$ cat src/hw/rtl/fmrc_ram.sv
module fmrc_ram #(
  parameter int unsigned WIDTH = 8,
  parameter int unsigned DEPTH = 16,
  localparam int unsigned AddrW = (DEPTH > 1) ? $clog2(DEPTH) : 1
) (
  input  logic             clk_i,
  input  logic             we_i,
  input  logic [AddrW-1:0] waddr_i,
  input  logic [WIDTH-1:0] wdata_i,
  input  logic             re_i,
  input  logic [AddrW-1:0] raddr_i,
  output logic [WIDTH-1:0] rdata_o
);

  logic [WIDTH-1:0] mem_q [DEPTH];
  logic [WIDTH-1:0] rdata_q;

  always_ff @(posedge clk_i) begin
    if (we_i) begin
      mem_q[waddr_i] <= wdata_i;
    end
    if (re_i) begin
      rdata_q <= mem_q[raddr_i];
    end
  end

  assign rdata_o = rdata_q;

endmodule

$ cat config.mk
export PLATFORM = sky130hd
export DESIGN_NAME = fmrc_ram
export DESIGN_NICKNAME = d
export VERILOG_FILES = /design/src/hw/rtl/fmrc_ram.sv
export SDC_FILE = /design/constraint.sdc
export NUM_CORES = 1
export LEC_CHECK = 0
export ABC_AREA = 1
export ABC_CLOCK_PERIOD_IN_PS = 1500
export BUFFER_PORTS_ARGS = -buffer_cell sky130_fd_sc_hd__buf_4
export CORE_ASPECT_RATIO = 2
export CORE_MARGIN = 1
export CORE_UTILIZATION = 30
export CTS_BUF_LIST = sky130_fd_sc_hd__clkbuf_8
export CTS_CLUSTER_DIAMETER = 50
export DETAILED_ROUTE_END_ITERATION = 6
export MAX_ROUTING_LAYER = met4
export PLACE_DENSITY = 0.46
export SLEW_MARGIN = 20
export SYNTH_ARGS = -nofsm -noshare
export SYNTH_HDL_FRONTEND = slang
export SYNTH_SLANG_ARGS = --single-unit
$ cat constraint.sdc
create_clock -name clk_i -period 1.5 [get_ports clk_i]
set_clock_uncertainty 0.1 [all_clocks]
set_input_delay 0.225 -clock clk_i [delete_from_list [all_inputs] [get_ports clk_i]]
set_output_delay 0.225 -clock clk_i [all_outputs]
set_load 0.005 [all_outputs]
== Word-level counts from Yosys, hierarchy flattened ==
Memories as Yosys holds them, arrays and structs flattened. A register that Yosys moved wholly into a read port is not among the register bits.
Index checks and enable logic that the tools add are counted.

* Latch bits: 0
* Bits of input ports: 19
* ROM bits: 0
* Memories: 1
* Register bits: 0
* Output and inout port bits: 8
* Memory bits (writable): 128

* Add/sub/neg operators: 0
* Reductions and logical operators: 0
* Div/mod/pow operators: 0
* Bitwise operators: 0
* Equality and inequality tests: 0
* $lt $le $gt $ge: 0
* Multiply operators: 0
* Shift operators: 0
* Mux-type cells: 2

{| class="wikitable"
|+ Memories
! name !! words !! bits a word !! read ports !! clocked after Yosys merged registers in !! wr ports !! RTL line !! source
|-
| mem_q || 16 || 8 || 1 || 1 || 1 || 15 || <nowiki>logic [WIDTH-1:0] mem_q [DEPTH];</nowiki>
|}

{| class="wikitable"
|+ Operators with widths
! operator !! count
|-
| $mux 1 || 2
|}

== Longest topological paths before layout ==
Gate-level depths: netlist of run 1.

* Depth after elaboration: 2
* Depth in mapped cells: 8
* Gate-level depth less buffers: 7

== Least setup slack after synthesis of run 1 ==
OpenSTA, ideal clock, no wires.

* Path type: input to register
* Start point: input port waddr_i[2]
* End point: memory mem_q[10][0] (enable)
* Path slack: 224 ps
* Arrival: 806 ps
* Stages: 2
* Path through: nand3b_1 nor2_1

{| class="wikitable"
|+ RTL lines
! what !! RTL line !! source
|-
| from (decl) || 8 || <nowiki>input logic [AddrW-1:0] waddr_i,</nowiki>
|-
| to (decl) || 15 ||
|}

Straight into the memory's write port.

== Final worst setup path of run 1 ==
* Start point: register rdata_q[1] (netlist: rdata_o[1]), read port of mem_q
* End point: output port rdata_o[1]

{| class="wikitable"
|+ RTL lines
! what !! RTL line !! source
|-
| from (decl) || 16 || <nowiki>logic [WIDTH-1:0] rdata_q;</nowiki>
|-
| to (decl) || 12 || <nowiki>output logic [WIDTH-1:0] rdata_o</nowiki>
|}

No word-level cell between the ends.

==> results of run 1 <==
[per-stage QoR]
step                      TNS, ns  area, sq um
after floorplan                 0         5850
after global placement    -0.0650         6420
after detailed placement   -0.101         6420
after CTS                       0         6850
after global routing            0         6850
final                           0         6850
[per-layer routing]
metal / share of wire [%] / track usage, % / vias up
li1: - / - / 1868
met1: 37 / 16.1 / 1786
met2: 59 / 30.9 / 64
met3: 2.3 / 2.24 / 17
met4: 2.2 / 6.92 / 0
met5: 0 / - / -
[cell usage in the layout, fill, tap and decap left out, drive strengths merged]
cell           n
buf           51
bufinv         4
clkbuf        17
clkinv         8
clkinvlp       2
dlygate4sd3    1
edfxtp       136
inv          103
nand2        173
nand3         97
nand3b         2
nor2          17
[power breakdown]
group / internal (uW) / total (uW) / leakage [uW] / switching [uW]
clock network: 1790 / 3170 / 0.000214 / 1390
registers: 4280 / 4300 / 0.00124 / 26.9
logic: 185 / 543 / 0.00147 / 357
[sequential cells by signal (all words and copies together), names as in the netlist]
register  count
mem_q       128
rdata_o       8
[logic make-up after synthesis]
family,Yosys count
AND/OR/NAND/NOR,289
flip-flops,136
buffers and inverters,126
[repair_timing]
item                                    CTS  global route
hold buffers                              1             0
endpoints found under the setup margin    0             0
endpoints found under the hold margin     8             0
[worst max-delay path by stage]
stage,start,end,slack (ns),depth (start not counted)
after CTS,rdata_o[1]$_DFFE_PP_,rdata_o[1],0.1,1
after global routing,rdata_o[1]$_DFFE_PP_,rdata_o[1],0.09,1
after global placement,raddr_i[0],rdata_o[0]$_DFFE_PP_,-0.04,8
after detailed placement,raddr_i[0],rdata_o[0]$_DFFE_PP_,-0.05,8
final,rdata_o[1]$_DFFE_PP_,rdata_o[1],0.16,1
after floorplan,waddr_i[2],mem_q[10][0]$_DFFE_PP_,0.22,2
[worst register-to-register path: stages (launching register included)]
cell and delay, ns:
edfxtp_1 0.37, inv_1 0.07, nand2_1 0.05, nand3_1 0.13, nand3_1 0.09, nand3_1 0.12, nand2_1 0.07
[final cells by class]
| type | instances | share of cell area (%) |
|---|---|---|
| sequential | 136 | 59.6 |
| tap | 255 | 4.66 |
| clock inverter | 15 | 2.70 |
| timing repair buffer | 52 | 6.28 |
| clock buffer | 17 | 3.42 |
| multi-input combinational | 289 | 17.7 |
| inverter | 102 | 5.59 |
==> metrics.csv, run 1 <==
metric,value,unit
status,completed,
antenna_found_initial,0,
drive_gt1_share,13.6,%
ir_drop,0.426,mV
multi_input_area,1210,sq um
whs_endpoint,mem_q[8][1]$_DFFE_PP_,
leakage,0.00291,uW
first_pass_iters,5,
place_hpwl,9520,microns
synth_adder_area_share,0,%
syn_to_final_growth,17.1,%
core.rowCount,71,
cp-start-kind,flop,
antenna_cells,0,
drtIter0Drc,165,
finalSetupViolations,0,
drcViolationCount,0,
post-place-ws,-0.0451,ns
fin_cells,866,
worst-path-buf-inv,1,
portBuffers,26,
synth-main-ff-cell,edfxtp_1,
synthTopCellsByArea,"edfxtp_1, nand2_1, nand3_1",
critical_path.top_delay_family,flip-flops,
insertion_delay,0.43,ns
timing.rr.end,rdata_o[3]$_DFFE_PP_,
grt_pass1_wl,22500,microns
r2r_slack,0.27,ns
fin_crit,1.34,ns
htreeDepth,4,
cts_tree,yes,
rsz0062_at_grt,no,
path_clk_slew,0.08,ns
post_drt_wl_per_cell,16.3,microns
vias_per_cell,4.31,
ant_nets,0,
grt_pass1_vias,3983,
fp.coreArea,18900,sq um
criticalPathCategory,reg -> out,
slowest_stage,edfxtp_1,
dieWidth,101,microns
synth_xor_area_share,0,%
placed_cells,833,
finalPower,8020,uW
grt_util_all_layers,16.2,%
worstReg2RegStart,mem_q[7][3]$_DFFE_PP_,
synth_seq_area_share,69.8,%
syn_area,5850,sq um
arrival,1.02,ns
grt_start_max_net_pins,65,
drv_slew,0,
fin_crit_sh,89.6,%
synthTopCellsByCount,"nand2_1, edfxtp_1, inv_1",
postCtsSetupRepairBufs,0,
required,1.17,ns
wirelength,14100,microns
holdWs,0.0251,ns
gp_congestion,0.771,
crit_path_end_kind,output port,
fillers,1882,
synth_compound_area_share,0,%
cap_violations,0,
synth_edf_count,136,
fp.dieH,199,microns
hold_path_class,in -> reg,
clock.fmax,0.744,GHz
powerDensity,1170,nW/um^2
hold_depth,1,
relSlewSlack,60.5,%
synth_top_family_by_area,simple AND/OR/NAND/NOR gates,
slowest_delay,0.42,ns
hold_viol_final,0,
syn_nets,570,
ys_types,11,
synthMuxAreaShare,0,%
path_cells,buf_4,
synth_simple_gate_area_share,20.8,%
yosysMostFrequentCell,nand2_1,
post_cts_resized,0,
synth_cells,551,
regArea,4080,sq um
yosysWarnings,0,
tightest_slew,0.591,ns
min_from,wdata_i[1],
numCtsBuffers,17,
ys_ff_latch,136,
fin_nets,617,
clock_sinks,136,
netlist.area_leader.share,69.8,%
syn_avg_cell_area,10.6,sq um
dieArea,20100,sq um
gr-total-overflow,0,
start_util,30.9,%
ioPinCount,27,
yosys.area.top_type,edfxtp_1,
ys_async_sr_fraction,0,%
fin_ws,0.156,ns
cp_max_fo,1,
rr_worst_depth,6,
clockRootBuffer,clkbuf_8,
final_util,36.2,%
via_count,3735,
cts_buffer_depth,2,
Power figures use the tool's default switching activity.
==> run 2, diff against run 1 <==
--- a/config.mk
+++ b/config.mk
@@ -16,6 +16,7 @@
 export DETAILED_ROUTE_END_ITERATION = 6
 export MAX_ROUTING_LAYER = met4
 export PLACE_DENSITY = 0.46
+export RECOVER_POWER = 100
 export SLEW_MARGIN = 20
 export SYNTH_ARGS = -nofsm -noshare
 export SYNTH_HDL_FRONTEND = slang
==> metrics.csv, run 2 (synthesis gave the netlist of run 1 again) <==
metric,value,unit
fin_crit,1.34,ns
leakage,0.00278,uW
switching_share,22.1,%
hold_path_class,in -> reg,
drv_slew,0,
grt_util_all_layers,16.2,%
post_dp_cell_area,6420,sq um
dr_wl_met2,8270,microns
met3_length,343,microns
path_cells,clkbuf_4,
portBuffers,26,
clkPwrFrac,39.6,%
clockRootBuffer,clkbuf_8,
finalSetupViolations,0,
critical_path.top_delay_family,flip-flops,
dieArea,20100,sq um
cts_tree,yes,
ioPinCount,27,
gr-total-overflow,0,
grt_pass1_vias,3983,
required,1.17,ns
drive_gt1_share,8.18,%
criticalPathCategory,reg -> out,
drcViolationCount,0,
clock.fmax,0.744,GHz
fp.coreArea,18900,sq um
finalPower,7980,uW
timing.rr.end,rdata_o[3]$_DFFE_PP_,
core.rowCount,71,
insertion_delay,0.43,ns
holdWs,0.103,ns
fin_crit_sh,89.6,%
worstReg2RegStart,mem_q[7][3]$_DFFE_PP_,
r2r_slack,0.27,ns
first_pass_iters,5,
rr_worst_depth,6,
hold_viol_final,0,
tightest_slew,0.829,ns
vias_per_cell,4.31,
clock_sinks,136,
final_cell_mix,"nand2_1, edfxtp_1, inv_1",
cap_violations,0,
start_util,30.9,%
ir_drop,0.423,mV
numCtsBuffers,17,
relSlewSlack,44.8,%
status,completed,
layout_commonest_cell,nand2_1,
cp-start-kind,flop,
postCtsSetupRepairBufs,0,
max_flop_register,mem_q,
cts_buffer_depth,2,
fp.dieH,199,microns
post_drt_wl_per_cell,16.4,microns
largest_reg_flops,128,
rsz0062_at_grt,no,
p_int,6220,uW
whs_endpoint,rdata_o[2]$_DFFE_PP_,
syn_to_final_growth,15.0,%
grt_start_max_net_pins,65,
slowest_delay,0.42,ns
via_count,3731,
drtIter0Drc,160,
powerDensity,1190,nW/um^2
grt_pass1_wl,22500,microns
ant_nets,0,
htreeDepth,4,
combPwrFrac,6.4,%
fin_nets,617,
finalInstanceArea,6730,sq um
min_from,raddr_i[3],
arrival,1.02,ns
cp_max_fo,1,
tns,0,ns
worst-path-buf-inv,1,
place_hpwl,9520,microns
gp_congestion,0.771,
sequentialPowerShare,53.9,%
dieWidth,101,microns
netSwitchingPower,1760,uW
wirelength,14200,microns
path_clk_slew,0.08,ns
slowest_stage,edfxtp_1,
hold_depth,3,
antenna_cells,0,
drt-met1-wl,5260,microns
crit_path_end_kind,output port,
top_layer_used,met4,
antenna_found_initial,0,
## run 2: per-stage QoR
| stage | utilization, % | std cells | worst slack, ns |
|---|---|---|---|
| 2_1_floorplan | - | 551 | 0.224 |
| 3_3_place_gp | 33.9 | 833 | -0.0358 |
| 3_5_place_dp | 33.9 | 833 | -0.0451 |
| 4_1_cts | 36.2 | 866 | 0.0983 |
| 5_1_grt | 35.5 | 866 | 0.0936 |
| 6_report | 35.5 | 866 | 0.157 |
## run 2: final cells by class
class,instances,area (sq um)
fill,1908,12200
inverter,102,383
clock inverter,15,185
multi-input combinational,289,1210
sequential,136,4080
timing repair buffer,52,307
clock buffer,17,234
tap,255,319
## run 2: layer usage
| metal | vias up | GRT usage, % |
|---|---|---|
| li1 | 1870 | - |
| met4 | 0 | 6.92 |
| met2 | 65 | 30.9 |
| met3 | 18 | 2.24 |
| met5 | - | - |
| met1 | 1778 | 16.1 |
## run 2: power groups by stage
stage / Combinational (uW) / Clock (uW) / Sequential [uW]
6_report: 515 / 3160 / 4310
5_1_grt: 587 / 3400 / 4310
4_1_cts: 559 / 3250 / 4310
3_5_place_dp: 556 / 0 / 4390
3_3_place_gp: 550 / 0 / 4390
2_1_floorplan: 300 / 0 / 4380
## run 2: how the worst max path moves through the flow
stage,slack (ns),to,from,depth (start not counted)
after floorplan,0.22,mem_q[10][0]$_DFFE_PP_,waddr_i[2],2
after global placement,-0.04,rdata_o[0]$_DFFE_PP_,raddr_i[0],8
after detailed placement,-0.05,rdata_o[0]$_DFFE_PP_,raddr_i[0],8
after CTS,0.1,rdata_o[1],rdata_o[1]$_DFFE_PP_,1
after global routing,0.09,rdata_o[1],rdata_o[1]$_DFFE_PP_,1
final,0.16,rdata_o[1],rdata_o[1]$_DFFE_PP_,1
## run 2: repair_timing
| item | in CTS | in global routing |
|---|---|---|
| resized for setup | 0 | 0 |
| hold endpoints to repair | 8 | 0 |
| hold buffers | 1 | 0 |
| endpoints found under the setup margin | 0 | 0 |
==> run 3, diff against run 2 <==
--- a/config.mk
+++ b/config.mk
@@ -8,8 +8,9 @@
 export ABC_AREA = 1
 export ABC_CLOCK_PERIOD_IN_PS = 1500
 export BUFFER_PORTS_ARGS = -buffer_cell sky130_fd_sc_hd__buf_4
+export CAP_MARGIN = 5
 export CORE_ASPECT_RATIO = 2
-export CORE_MARGIN = 1
+export CORE_MARGIN = 1.5
 export CORE_UTILIZATION = 30
 export CTS_BUF_LIST = sky130_fd_sc_hd__clkbuf_8
 export CTS_CLUSTER_DIAMETER = 50
==> metrics.csv, run 3 (synthesis gave the netlist of run 1 again) <==
metric,value,unit
status,completed,
portBuffers,26,
antenna_cells,0,
tightest_slew,0.969,ns
grt_util_all_layers,16.4,%
worstReg2RegStart,mem_q[5][6]$_DFFE_PP_,
timing.rr.end,rdata_o[6]$_DFFE_PP_,
place_hpwl,10200,microns
arrival,1.00,ns
insertion_delay,0.44,ns
ant_nets,0,
sequentialPowerShare,55.5,%
clockRootBuffer,clkbuf_8,
drive_gt1_share,8.20,%
hold_viol_final,0,
fin_cells,869,
p_int,6030,uW
fin_crit_sh,88.0,%
via_count,3804,
final_cell_mix,"nand2_1, edfxtp_1, inv_1",
cts_buffer_depth,2,
post_drt_wl_per_cell,17.5,microns
criticalPathCategory,reg -> out,
grt_pass1_vias,3887,
drv_slew,0,
rsz0062_at_grt,no,
placed_cells,837,
gr-total-overflow,0,
numCtsBuffers,17,
leakage,0.00278,uW
hold_path_class,in -> reg,
post_cts_resized,0,
clock.fmax,0.757,GHz
clock_sinks,136,
dieWidth,102,microns
r2r_slack,0.24,ns
drtIter0Drc,170,
grt_pass1_wl,22700,microns
crit_path_start,rdata_o[2]$_DFFE_PP_,
switching_share,22.3,%
core.rowCount,72,
path_cells,clkbuf_4,
antenna_found_initial,0,
rr_worst_depth,6,
fp.dieH,200,microns
powerDensity,1160,nW/um^2
first_pass_iters,4,
cp_max_fo,1,
clkPwrFrac,37.5,%
largest_reg_flops,128,
fin_nets,617,
cts_tree,yes,
drcViolationCount,0,
path_clk_slew,0.07,ns
netSwitchingPower,1730,uW
cap_violations,0,
ir_drop,0.471,mV
slowest_delay,0.40,ns
dieArea,20400,sq um
vias_per_cell,4.38,
cp.depth,1,
ioPinCount,27,
gp_congestion,0.771,
critical_path.top_delay_family,flip-flops,
start_util,30.5,%
layout_commonest_cell,nand2_1,
fin_crit,1.32,ns
postCtsSetupRepairBufs,0,
max_flop_register,mem_q,
combPwrFrac,7.1,%
slowest_stage,edfxtp_1,
grt_start_max_net_pins,55,
cp-endpoint,rdata_o[2],
crit_path_end_kind,output port,
post-place-ws,-0.115,ns
finalSetupViolations,0,
fin_ws,0.180,ns
worst-path-buf-inv,1,
syn_to_final_growth,14.6,%
required,1.17,ns
holdBufCountCts,1,
fp.coreArea,19200,sq um
wirelength,15200,microns
relSlewSlack,35.4,%
tns,0,ns
cp-start-kind,flop,
htreeDepth,4,
==> run 3: cell count changes in the layout (fill, tap and decap cells not counted) <==
| cell | previous run | this run |
|---|---|---|
| clkinv_4 | 2 | 0 |
| bufinv_16 | 4 | 3 |
| clkbuf_1 | 33 | 29 |
| clkinvlp_4 | 2 | 1 |
| inv_1 | 101 | 102 |
| clkbuf_4 | 3 | 6 |
| buf_4 | 12 | 13 |
| clkinv_1 | 1 | 3 |
==> run 3: area by class of cell <==
cell class | count | area [sq um]
Fill cell | 1957 | 12500
Sequential cell | 136 | 4080
Multi-Input combinational cell | 289 | 1210
Inverter | 102 | 383
Tap cell | 259 | 324
Timing Repair Buffer | 52 | 322
Clock buffer | 17 | 234
Clock inverter | 14 | 141
==> run 3: power by group through the flow <==
stage	registers (uW)	clock network, uW	logic [uW]
finish	4300	2910	547
global route	4310	3140	610
CTS	4300	2990	588
detailed placement	4390	0	584
global placement	4390	0	580
floorplan	4380	0	300
==> run 3: worst min path at each step <==
stage / from / to / slack, ns / cells past startpoint
6_report: raddr_i[3] / rdata_o[0]$_DFFE_PP_ / 0.08 / 3
5_1_grt: raddr_i[3] / rdata_o[0]$_DFFE_PP_ / 0.05 / 3
4_1_cts: wdata_i[7] / mem_q[4][7]$_DFFE_PP_ / 0.02 / 1
3_5_place_dp: re_i / rdata_o[3]$_DFFE_PP_ / 0.43 / 1
3_3_place_gp: re_i / rdata_o[4]$_DFFE_PP_ / 0.44 / 1
2_1_floorplan: wdata_i[0] / mem_q[0][0]$_DFFE_PP_ / 0.22 / 0
==> run 3: through the flow <==
step           utilization (%)  total power [uW]  instance area [sq um]  hold WS, ns
2_1_floorplan                -              4680                   5850        0.224
3_3_place_gp              33.5              4970                   6420        0.435
3_5_place_dp              33.5              4970                   6420        0.429
4_1_cts                   35.5              7880                   6810       0.0210
5_1_grt                   34.9              8060                   6700       0.0548
6_report                  34.9              7760                   6700       0.0756
==> run 3: per-layer routing <==
layer | routed length (microns) | share of wire, % | track usage, %
met4 | 540 | 3.5 | 8.38
met3 | 475 | 3.1 | 3.34
met2 | 8670 | 57 | 29.3
met1 | 5520 | 36 | 16.3
met5 | 0 | 0 | -
